### src/design/rtti_pkg.sv
// ----------------------------------------------------------------------------
// rtti_pkg: shared types and constants for the radix text-to-integer core
// Character codes, register indexes and the digit lookup result passed from
// the alphabet unit to the parser.
// ----------------------------------------------------------------------------
`default_nettype none

package rtti_pkg;

    localparam int BYTE_W     = 8;
    localparam int SYM_SLOTS  = 16;   // symbol slots held in configuration
    localparam int LEN_W      = 5;    // alphabet length, 0..16
    localparam int IDX_W      = 4;    // digit index, 0..15
    localparam int CFG_IDX_W  = 2;
    localparam int CFG_DATA_W = 64;
    localparam int OUT_W      = 32;

    localparam logic [CFG_IDX_W-1:0] REG_SYMBOL_COUNT = 2'd0;
    localparam logic [CFG_IDX_W-1:0] REG_SYMBOLS_LOW  = 2'd1;
    localparam logic [CFG_IDX_W-1:0] REG_SYMBOLS_HIGH = 2'd2;

    localparam logic [BYTE_W-1:0] CHAR_NUL   = 8'h00;
    localparam logic [BYTE_W-1:0] CHAR_SPACE = 8'h20;
    localparam logic [BYTE_W-1:0] CHAR_PLUS  = 8'h2B;
    localparam logic [BYTE_W-1:0] CHAR_MINUS = 8'h2D;

    typedef struct packed {
        logic             alpha_ok;  // alphabet usable
        logic             hit;       // byte is a digit of the alphabet
        logic [IDX_W-1:0] index;     // digit value when hit
        logic [LEN_W-1:0] len;       // effective radix
    } digit_info_t;

endpackage

`default_nettype wire

### src/design/radix_text_to_integer_core.sv
// ----------------------------------------------------------------------------
// radix_text_to_integer_core: streaming text-to-integer in a configurable radix
// One byte per item in, one signed 32-bit value per string out.
// ----------------------------------------------------------------------------
// Takes one byte per item and parses it against a digit alphabet held in
// three configuration registers (symbol count, symbols 0-7, symbols 8-15,
// one byte each, low byte first). The radix is the lesser of the count,
// MAX_SYMBOLS and the position of the first zero symbol. Leading spaces,
// '+' and '-' are skipped, each '-' flipping the sign; digits then build
// acc*radix+digit, wrapping at VALUE_BITS. The first non-digit byte, or the
// NUL terminator, yields one result; bytes after that are dropped until NUL.
// An alphabet with fewer than two symbols, a sign symbol or a repeated
// symbol yields 0 for the string. Throughput is one item per cycle while
// the output is not stalled; the byte that ends the number is held first in
// the input register, and the parse step then loads the result register
// from it once the result register is free or being taken. The per-cycle
// path is the 16-way alphabet compare feeding a VALUE_BITS x 5 multiply-add.
// Write configuration only while idle.
// ----------------------------------------------------------------------------
`default_nettype none

module radix_text_to_integer_core #(
    parameter int MAX_SYMBOLS = 16,
    parameter int VALUE_BITS  = 32
) (
    input  wire logic                               aclk,
    input  wire logic                               aresetn,
    // configuration write port
    input  wire logic                               cfg_wr_en,
    input  wire logic [rtti_pkg::CFG_IDX_W-1:0]     cfg_index,
    input  wire logic [rtti_pkg::CFG_DATA_W-1:0]    cfg_wdata,
    // text byte items
    input  wire logic                               s_valid,
    output logic                                    s_ready,
    input  wire logic [rtti_pkg::BYTE_W-1:0]        s_text_byte,
    // parsed value items
    output logic                                    m_valid,
    input  wire logic                               m_ready,
    output logic signed [rtti_pkg::OUT_W-1:0]       m_value
);

    logic                          in_valid_reg;
    logic [rtti_pkg::BYTE_W-1:0]   in_byte_reg;
    logic                          take;
    logic [rtti_pkg::OUT_W-1:0]    res_value;
    rtti_pkg::digit_info_t         digit_info;

    // input register: refills in the same cycle its item is consumed
    assign s_ready = !in_valid_reg || take;

    always_ff @(posedge aclk) begin
        if (!aresetn) begin
            in_valid_reg <= 1'b0;
        end else if (s_ready) begin
            in_valid_reg <= s_valid;
        end
    end

    always_ff @(posedge aclk) begin
        if (s_valid && s_ready) begin
            in_byte_reg <= s_text_byte;
        end
    end

    // alphabet registers and digit lookup of the held byte
    rtti_alphabet #(
        .MAX_SYMBOLS (MAX_SYMBOLS)
    ) u_alphabet (
        .aclk        (aclk),
        .aresetn     (aresetn),
        .cfg_wr_en   (cfg_wr_en),
        .cfg_index   (cfg_index),
        .cfg_wdata   (cfg_wdata),
        .lookup_byte (in_byte_reg),
        .digit_info  (digit_info)
    );

    // parse step and result register
    rtti_parser #(
        .VALUE_BITS (VALUE_BITS)
    ) u_parser (
        .aclk       (aclk),
        .aresetn    (aresetn),
        .item_valid (in_valid_reg),
        .item_byte  (in_byte_reg),
        .digit_info (digit_info),
        .take       (take),
        .res_valid  (m_valid),
        .res_ready  (m_ready),
        .res_value  (res_value)
    );

    assign m_value = $signed(res_value);

`ifndef NO_ASSERTIONS
    // a held byte that is not consumed stays put
    assert property (@(posedge aclk) disable iff (!aresetn)
        (in_valid_reg && !take) |=> (in_valid_reg && $stable(in_byte_reg)))
        else $error("input register lost or changed an item");

    // an empty input register always accepts
    assert property (@(posedge aclk) disable iff (!aresetn)
        !in_valid_reg |-> s_ready)
        else $error("input register empty but not ready");

    // a new result only comes from a consumed byte
    assert property (@(posedge aclk) disable iff (!aresetn)
        $rose(m_valid) |-> $past(take))
        else $error("result appeared without a consumed item");
`endif

endmodule

`default_nettype wire

### src/design/rtti_alphabet.sv
// ----------------------------------------------------------------------------
// rtti_alphabet: digit alphabet registers and lookup
// Holds the configuration, derives the effective length and validity of the
// alphabet, and maps one byte to its digit value with a parallel compare.
// ----------------------------------------------------------------------------
`default_nettype none

module rtti_alphabet #(
    parameter int MAX_SYMBOLS = 16
) (
    input  wire logic                               aclk,
    input  wire logic                               aresetn,
    input  wire logic                               cfg_wr_en,
    input  wire logic [rtti_pkg::CFG_IDX_W-1:0]     cfg_index,
    input  wire logic [rtti_pkg::CFG_DATA_W-1:0]    cfg_wdata,
    input  wire logic [rtti_pkg::BYTE_W-1:0]        lookup_byte,
    output rtti_pkg::digit_info_t                   digit_info
);

    localparam int LEN_W = rtti_pkg::LEN_W;
    localparam int IDX_W = rtti_pkg::IDX_W;

    logic [LEN_W-1:0]                  symbol_count_reg;
    logic [rtti_pkg::CFG_DATA_W-1:0]   symbols_low_reg;
    logic [rtti_pkg::CFG_DATA_W-1:0]   symbols_high_reg;

    logic [rtti_pkg::BYTE_W-1:0] sym [rtti_pkg::SYM_SLOTS];
    logic [LEN_W-1:0]            lim;
    logic [LEN_W-1:0]            len;
    logic                        len_found;
    logic                        alpha_ok;
    logic                        hit;
    logic [IDX_W-1:0]            index;

    always_ff @(posedge aclk) begin
        if (!aresetn) begin
            symbol_count_reg <= '0;
            symbols_low_reg  <= '0;
            symbols_high_reg <= '0;
        end else if (cfg_wr_en) begin
            case (cfg_index)
                rtti_pkg::REG_SYMBOL_COUNT: symbol_count_reg <= cfg_wdata[LEN_W-1:0];
                rtti_pkg::REG_SYMBOLS_LOW:  symbols_low_reg  <= cfg_wdata;
                rtti_pkg::REG_SYMBOLS_HIGH: symbols_high_reg <= cfg_wdata;
                default: ;
            endcase
        end
    end

    always_comb begin
        for (int k = 0; k < rtti_pkg::SYM_SLOTS; k++) begin
            if (k < 8) sym[k] = symbols_low_reg[8*k +: 8];
            else       sym[k] = symbols_high_reg[8*(k-8) +: 8];
        end
    end

    // effective length: min(count, MAX_SYMBOLS, first zero symbol)
    always_comb begin
        if (symbol_count_reg > LEN_W'(MAX_SYMBOLS)) lim = LEN_W'(MAX_SYMBOLS);
        else                                        lim = symbol_count_reg;
        len       = lim;
        len_found = 1'b0;
        for (int k = 0; k < rtti_pkg::SYM_SLOTS; k++) begin
            if (!len_found && (LEN_W'(k) < lim) && (sym[k] == rtti_pkg::CHAR_NUL)) begin
                len       = LEN_W'(k);
                len_found = 1'b1;
            end
        end
    end

    // validity: at least two symbols, no signs, no repeats
    always_comb begin
        alpha_ok = (len >= LEN_W'(2));
        for (int a = 0; a < rtti_pkg::SYM_SLOTS; a++) begin
            if (LEN_W'(a) < len) begin
                if ((sym[a] == rtti_pkg::CHAR_PLUS) || (sym[a] == rtti_pkg::CHAR_MINUS))
                    alpha_ok = 1'b0;
                for (int b = 0; b < a; b++) begin
                    if (sym[b] == sym[a]) alpha_ok = 1'b0;
                end
            end
        end
    end

    always_comb begin
        hit   = 1'b0;
        index = '0;
        for (int k = 0; k < rtti_pkg::SYM_SLOTS; k++) begin
            if (!hit && (LEN_W'(k) < len) && (sym[k] == lookup_byte)) begin
                hit   = 1'b1;
                index = IDX_W'(k);
            end
        end
    end

    assign digit_info.alpha_ok = alpha_ok;
    assign digit_info.hit      = hit;
    assign digit_info.index    = index;
    assign digit_info.len      = len;

endmodule

`default_nettype wire

### src/design/rtti_parser.sv
// ----------------------------------------------------------------------------
// rtti_parser: parse state, accumulator and result register
// Steps the sign/digit state machine one byte per cycle while the result is
// free or being taken, and holds a finished result until the output takes it.
// ----------------------------------------------------------------------------
`default_nettype none

module rtti_parser #(
    parameter int VALUE_BITS = 32
) (
    input  wire logic                           aclk,
    input  wire logic                           aresetn,
    input  wire logic                           item_valid,
    input  wire logic [rtti_pkg::BYTE_W-1:0]    item_byte,
    input  wire rtti_pkg::digit_info_t          digit_info,
    output logic                                take,
    output logic                                res_valid,
    input  wire logic                           res_ready,
    output logic [rtti_pkg::OUT_W-1:0]          res_value
);

    localparam logic [1:0] PH_SKIP  = 2'd0;  // spaces and signs
    localparam logic [1:0] PH_DIGS  = 2'd1;  // reading digits
    localparam logic [1:0] PH_DONE  = 2'd2;  // result given, wait for NUL
    localparam logic [1:0] PH_SPARE = 2'd3;  // never entered, acts as done

    localparam int LEN_W = rtti_pkg::LEN_W;
    localparam int IDX_W = rtti_pkg::IDX_W;

    logic [1:0]                 phase_reg, phase_next;
    logic                       neg_reg, neg_next;
    logic [VALUE_BITS-1:0]      acc_reg, acc_next;
    logic                       out_valid_reg, out_valid_next;
    logic [rtti_pkg::OUT_W-1:0] out_value_reg, out_value_next;

    logic                       advance;
    logic                       emit;
    logic                       is_nul;
    logic                       is_sign_or_space;
    logic [VALUE_BITS+LEN_W-1:0] prod_full;
    logic [VALUE_BITS-1:0]      acc_step;
    logic [VALUE_BITS-1:0]      result;
    logic [63:0]                result_wide;

    assign advance = !out_valid_reg || res_ready;
    assign take    = item_valid && advance;

    assign is_nul = (item_byte == rtti_pkg::CHAR_NUL);
    assign is_sign_or_space = (item_byte == rtti_pkg::CHAR_SPACE) ||
                              (item_byte == rtti_pkg::CHAR_PLUS)  ||
                              (item_byte == rtti_pkg::CHAR_MINUS);

    // acc * len + index, wrapping at VALUE_BITS
    assign prod_full = {{LEN_W{1'b0}}, acc_reg} * {{VALUE_BITS{1'b0}}, digit_info.len};
    assign acc_step  = prod_full[VALUE_BITS-1:0] +
                       {{(VALUE_BITS-IDX_W){1'b0}}, digit_info.index};

    assign result      = neg_reg ? (~acc_reg) + {{(VALUE_BITS-1){1'b0}}, 1'b1} : acc_reg;
    assign result_wide = 64'(result);

    always_comb begin
        phase_next     = phase_reg;
        neg_next       = neg_reg;
        acc_next       = acc_reg;
        emit           = 1'b0;
        out_value_next = out_value_reg;

        if (take) begin
            if ((phase_reg == PH_DONE) || (phase_reg == PH_SPARE)) begin
                if (is_nul) phase_next = PH_SKIP;
            end else if (!digit_info.alpha_ok) begin
                emit           = 1'b1;
                out_value_next = '0;
                acc_next       = '0;
                neg_next       = 1'b0;
                phase_next     = is_nul ? PH_SKIP : PH_DONE;
            end else if ((phase_reg == PH_SKIP) && is_sign_or_space) begin
                // a space stays skipped here even if it is in the alphabet
                if (item_byte == rtti_pkg::CHAR_MINUS) neg_next = !neg_reg;
            end else if (digit_info.hit) begin
                acc_next   = acc_step;
                phase_next = PH_DIGS;
            end else begin
                emit           = 1'b1;
                out_value_next = result_wide[rtti_pkg::OUT_W-1:0];
                acc_next       = '0;
                neg_next       = 1'b0;
                phase_next     = is_nul ? PH_SKIP : PH_DONE;
            end
        end

        if (emit)           out_valid_next = 1'b1;
        else if (res_ready) out_valid_next = 1'b0;
        else                out_valid_next = out_valid_reg;
    end

    always_ff @(posedge aclk) begin
        if (!aresetn) begin
            phase_reg     <= PH_SKIP;
            neg_reg       <= 1'b0;
            acc_reg       <= '0;
            out_valid_reg <= 1'b0;
        end else begin
            phase_reg     <= phase_next;
            neg_reg       <= neg_next;
            acc_reg       <= acc_next;
            out_valid_reg <= out_valid_next;
        end
    end

    always_ff @(posedge aclk) begin
        out_value_reg <= out_value_next;
    end

    assign res_valid = out_valid_reg;
    assign res_value = out_value_reg;

endmodule

`default_nettype wire
### config.mk
export PLATFORM = sky130hd
export DESIGN_NAME = radix_text_to_integer_core
export DESIGN_NICKNAME = d
export VERILOG_FILES = /design/src/design/rtti_pkg.sv /design/src/design/radix_text_to_integer_core.sv /design/src/design/rtti_alphabet.sv /design/src/design/rtti_parser.sv
export SDC_FILE = /design/constraint.sdc
export NUM_CORES = 2
export LEC_CHECK = 0
export BUFFER_PORTS_ARGS = -buffer_cell sky130_fd_sc_hd__clkbuf_2
export CAP_MARGIN = 10
export CORE_ASPECT_RATIO = 1.75
export CORE_UTILIZATION = 57
export CTS_CLUSTER_SIZE = 14
export DETAILED_ROUTE_END_ITERATION = 6
export PLACE_DENSITY = 0.78
export SETUP_SLACK_MARGIN = 0.2
export SLEW_MARGIN = 30
export SYNTH_ARGS = -nofsm -noshare
export SYNTH_HDL_FRONTEND = slang
export SYNTH_SLANG_ARGS = --single-unit
### constraint.sdc
create_clock -name aclk -period 9.45 [get_ports aclk]
set_input_delay 0.945 -clock aclk [delete_from_list [all_inputs] [get_ports aclk]]
set_output_delay 0.945 -clock aclk [all_outputs]
set_load 0.02 [all_outputs]
==> flow_metrics.env <==
export IMPL_grt_max_degree=86
export IMPL_grt_pass1_vias=26900
export IMPL_drt_first_pass_iters=7
export IMPL_setup_tns_ns=0
export IMPL_dieHeight_um=293
export IMPL_vias_per_cell=6.67
export IMPL_fmax_ghz=0.116
export IMPL_cp_start_kind="flop"
export IMPL_arrival_ns=9.07
export IMPL_critPathMaxFanout=20
export IMPL_status="finished with violations"
export IMPL_cp_endpoint="u_parser.acc_reg[31]"
export IMPL_power_uw=3060
export IMPL_grt_overflow=0
export IMPL_post_cts_buffers=0
export IMPL_fin_nets=3662
export IMPL_synthesis_area_sq_um=27700
export IMPL_start_util_pct=57.8
export IMPL_dr_total_vias=27300
export IMPL_cts_root_buffer="clkbuf_16"
export IMPL_fin_crit_sh_pct=91.0
export IMPL_rsz0062_at_grt="no"
export IMPL_synth_area_leaders="xor2_1 19%, xnor2_1 18%, dfxtp_1 12%, fa_1 6.2%, nand2_1 6.0%"
export IMPL_core_rowCount=106
export IMPL_power_density_nw_per_um2=104
export IMPL_tightest_slew_ns=1.06
export IMPL_syn_num_nets=3747
export IMPL_grt_pass1_wl_mm=171
export IMPL_ctsHtreeMaxLevel=1
export IMPL_crit_type="reg2reg"
export IMPL_synthArstFlopShare_pct=0
export IMPL_grtUsageTotal_pct=47.0
export IMPL_slew_viol_final=0
export IMPL_wl_per_cell_um=28.1
export IMPL_crit_slowest_cell="o31ai_1"
export IMPL_rrSetupSlack_ns=0.85
export IMPL_hold_class="reg2reg"
export IMPL_crit_path_end_kind="flop"
export IMPL_crit_top_cell="nand3_1"
export IMPL_dpl_hpwl_mm=74.4
export IMPL_worst_r2r_cell_count=29
export IMPL_required_ns=9.92
export IMPL_rr_startpoint="u_alphabet.symbol_count_reg[4]"
export IMPL_syn_inst=3519
export IMPL_max_vdd_ir_drop_mv=0.170
export IMPL_io_buffer_count=112
export IMPL_yosysTopAreaCell="xor2_1"
export IMPL_synth_cell_types=95
export IMPL_die_x_um=169
export IMPL_max_cap_violations=0
export IMPL_yosysWarnings=0
export IMPL_gp_congestion=1.10
export IMPL_p_leak_uw=0.0136
export IMPL_timing_final_crit_period_ns=8.60
export IMPL_yosysTopAreaCellShare_pct=18.9
export IMPL_finalWorstSetupSlack_ns=0.854
export IMPL_synth_seq_cells=210
export IMPL_synth_ff_type="dfxtp_1"
export IMPL_ioPinCount=113
export IMPL_area_growth_pct=6.47
export IMPL_crit_start="u_alphabet.symbol_count_reg[4]"
export IMPL_antenna_found_initial=6
export IMPL_core_area_sq_um=47900
export IMPL_drt_iter0_markers=3458
export IMPL_cts_clk_slew_worst_paths_ns=0.07
export IMPL_yosysSeqAreaShare_pct=16.6
export IMPL_avgSynthCellArea_sq_um=7.86
export IMPL_setup_viol=0
export IMPL_cts_tree="built"
export IMPL_drt_wl_total_mm=115
export IMPL_clk_latency_ns=0.58
export IMPL_clock_sinks=210
export IMPL_synth_edf_count=40
export IMPL_violations="DRC"
export IMPL_numCtsBuffers=22
export IMPL_dp_slack_ns=0.973
export IMPL_final_layout_size_suffix_gt1_share_pct=11.3
export IMPL_die_area_sq_um=49400
export IMPL_skew_ns=0.0301
export IMPL_max_stage_delay_ns=0.75
export IMPL_drc_errors=6
export IMPL_r2r_end="u_parser.acc_reg[31]"
export IMPL_ant_nets=0
export IMPL_clk_path_buf_depth=3
export IMPL_finalHoldViolations=0
export IMPL_max_slew_margin_rel_pct=29.0
export IMPL_cts_hold_buf=0
cell usage in the layout (no fill, tap or decap), drive strengths merged, types with 7 or more instances in the layout:
| cell type | netlist | layout |
|---|---|---|
| a211oi | 8 | 8 |
| a21o | 8 | 8 |
| a21oi | 199 | 199 |
| a22o | 7 | 7 |
| a31oi | 11 | 11 |
| and2 | 31 | 31 |
| and3 | 8 | 8 |
| buf | 226 | 160 |
| clkbuf | 155 | 138 |
| dfxtp | 170 | 170 |
| edfxtp | 40 | 40 |
| fa | 86 | 86 |
| ha | 63 | 63 |
| inv | 86 | 88 |
| mux2i | 7 | 7 |
| nand2 | 442 | 442 |
| nand2b | 15 | 15 |
| nand3 | 28 | 28 |
| nand4 | 156 | 156 |
| nor2 | 124 | 124 |
| nor2b | 44 | 44 |
| nor3 | 38 | 38 |
| nor4 | 169 | 169 |
| o21a | 11 | 11 |
| o21ai | 70 | 70 |
| o31ai | 15 | 15 |
| o41ai | 7 | 7 |
| or2 | 8 | 8 |
| or3 | 22 | 22 |
| or4 | 21 | 21 |
| xnor2 | 569 | 569 |
| xor2 | 596 | 596 |
critical path, delay by kind of cell (launching register included):
kind	cells	cell delay, ns
fa+ha+maj	4	1.31
compound gates	10	3.25
flops	1	0.54
simple gates	11	2.77
xor+xnor	1	0.47
buf+inv	3	0.17
area by class of cell:
cell class	instances	area [sq um]
tap	648	811
antenna	2	5.00
clock inverter	14	176
sequential	210	4600
inverter	86	325
fill	4310	18400
multi-input combinational	2842	21200
timing repair buffer	272	1770
clock buffer	26	587
power breakdown:
group,switching (uW),internal [uW],total [uW]
clock network,427,554,981
registers,25.3,940,965
logic,741,377,1120
what timing repair did:
item                                    4_1_cts  5_1_grt
endpoints found under the setup margin        0        1
resized for setup                             0        1
endpoints found under the hold margin         0        0
cell families (layout without fill, tap and decap cells):
group	Yosys count	count (layout)	share of synthesized area [%]
AOI/OAI and AO/OA	400	400	9.44
xor gates and xnor gates	1166	1166	37.0
adders and majority gates	149	149	9.08
buffers and inverters	467	398	7.04
DFF	210	210	16.6
muxes	8	8	0.294
other	0	2	0
and+or+nand+nor	1119	1119	20.5
worst min-delay path by stage:
stage / cells after the start / to / startpoint
floorplan: 2 / u_parser.phase_reg[0] / u_parser.phase_reg[0]
global placement: 2 / u_parser.phase_reg[0] / u_parser.phase_reg[0]
detailed placement: 2 / u_parser.phase_reg[0] / u_parser.phase_reg[0]
CTS: 2 / u_parser.phase_reg[0] / u_parser.phase_reg[0]
global route: 2 / u_parser.phase_reg[0] / u_parser.phase_reg[0]
finish: 2 / u_parser.phase_reg[0] / u_parser.phase_reg[0]
per-stage QoR:
stage | instance area [sq um] | std cells | hold slack [ns] | utilization [%]
detailed placement | 28600 | 4058 | 0.442 | 59.8
CTS | 29400 | 4098 | 0.459 | 61.4
global route | 29400 | 4098 | 0.473 | 61.5
finish | 29400 | 4100 | 0.460 | 61.5
floorplan | 27700 | 3519 | 0.429 | -
global placement | 28600 | 4057 | 0.441 | 59.8
Yosys cell counts (all sizes together), types with 7 or more instances:
cell / count
a211oi: 8
a21o: 8
a21oi: 199
a22o: 7
a31oi: 11
and2: 31
and3: 8
buf: 226
clkbuf: 155
dfxtp: 170
edfxtp: 40
fa: 86
ha: 63
inv: 86
mux2i: 7
nand2: 442
nand2b: 15
nand3: 28
nand4: 156
nor2: 124
nor2b: 44
nor3: 38
nor4: 169
o21a: 11
o21ai: 70
o31ai: 15
o41ai: 7
or2: 8
or3: 22
or4: 21
xnor2: 569
xor2: 596
per-layer routing:
layer | vias to the layer above | track usage, % | part of all wire, %
met5 | - | 1.62 | 0.14
met4 | 12 | 46.8 | 12
met3 | 946 | 19.5 | 14
met2 | 2121 | 71.9 | 43
met1 | 12800 | 47.5 | 30
li1 | 11500 | - | -
Power figures use the tool's default switching activity.
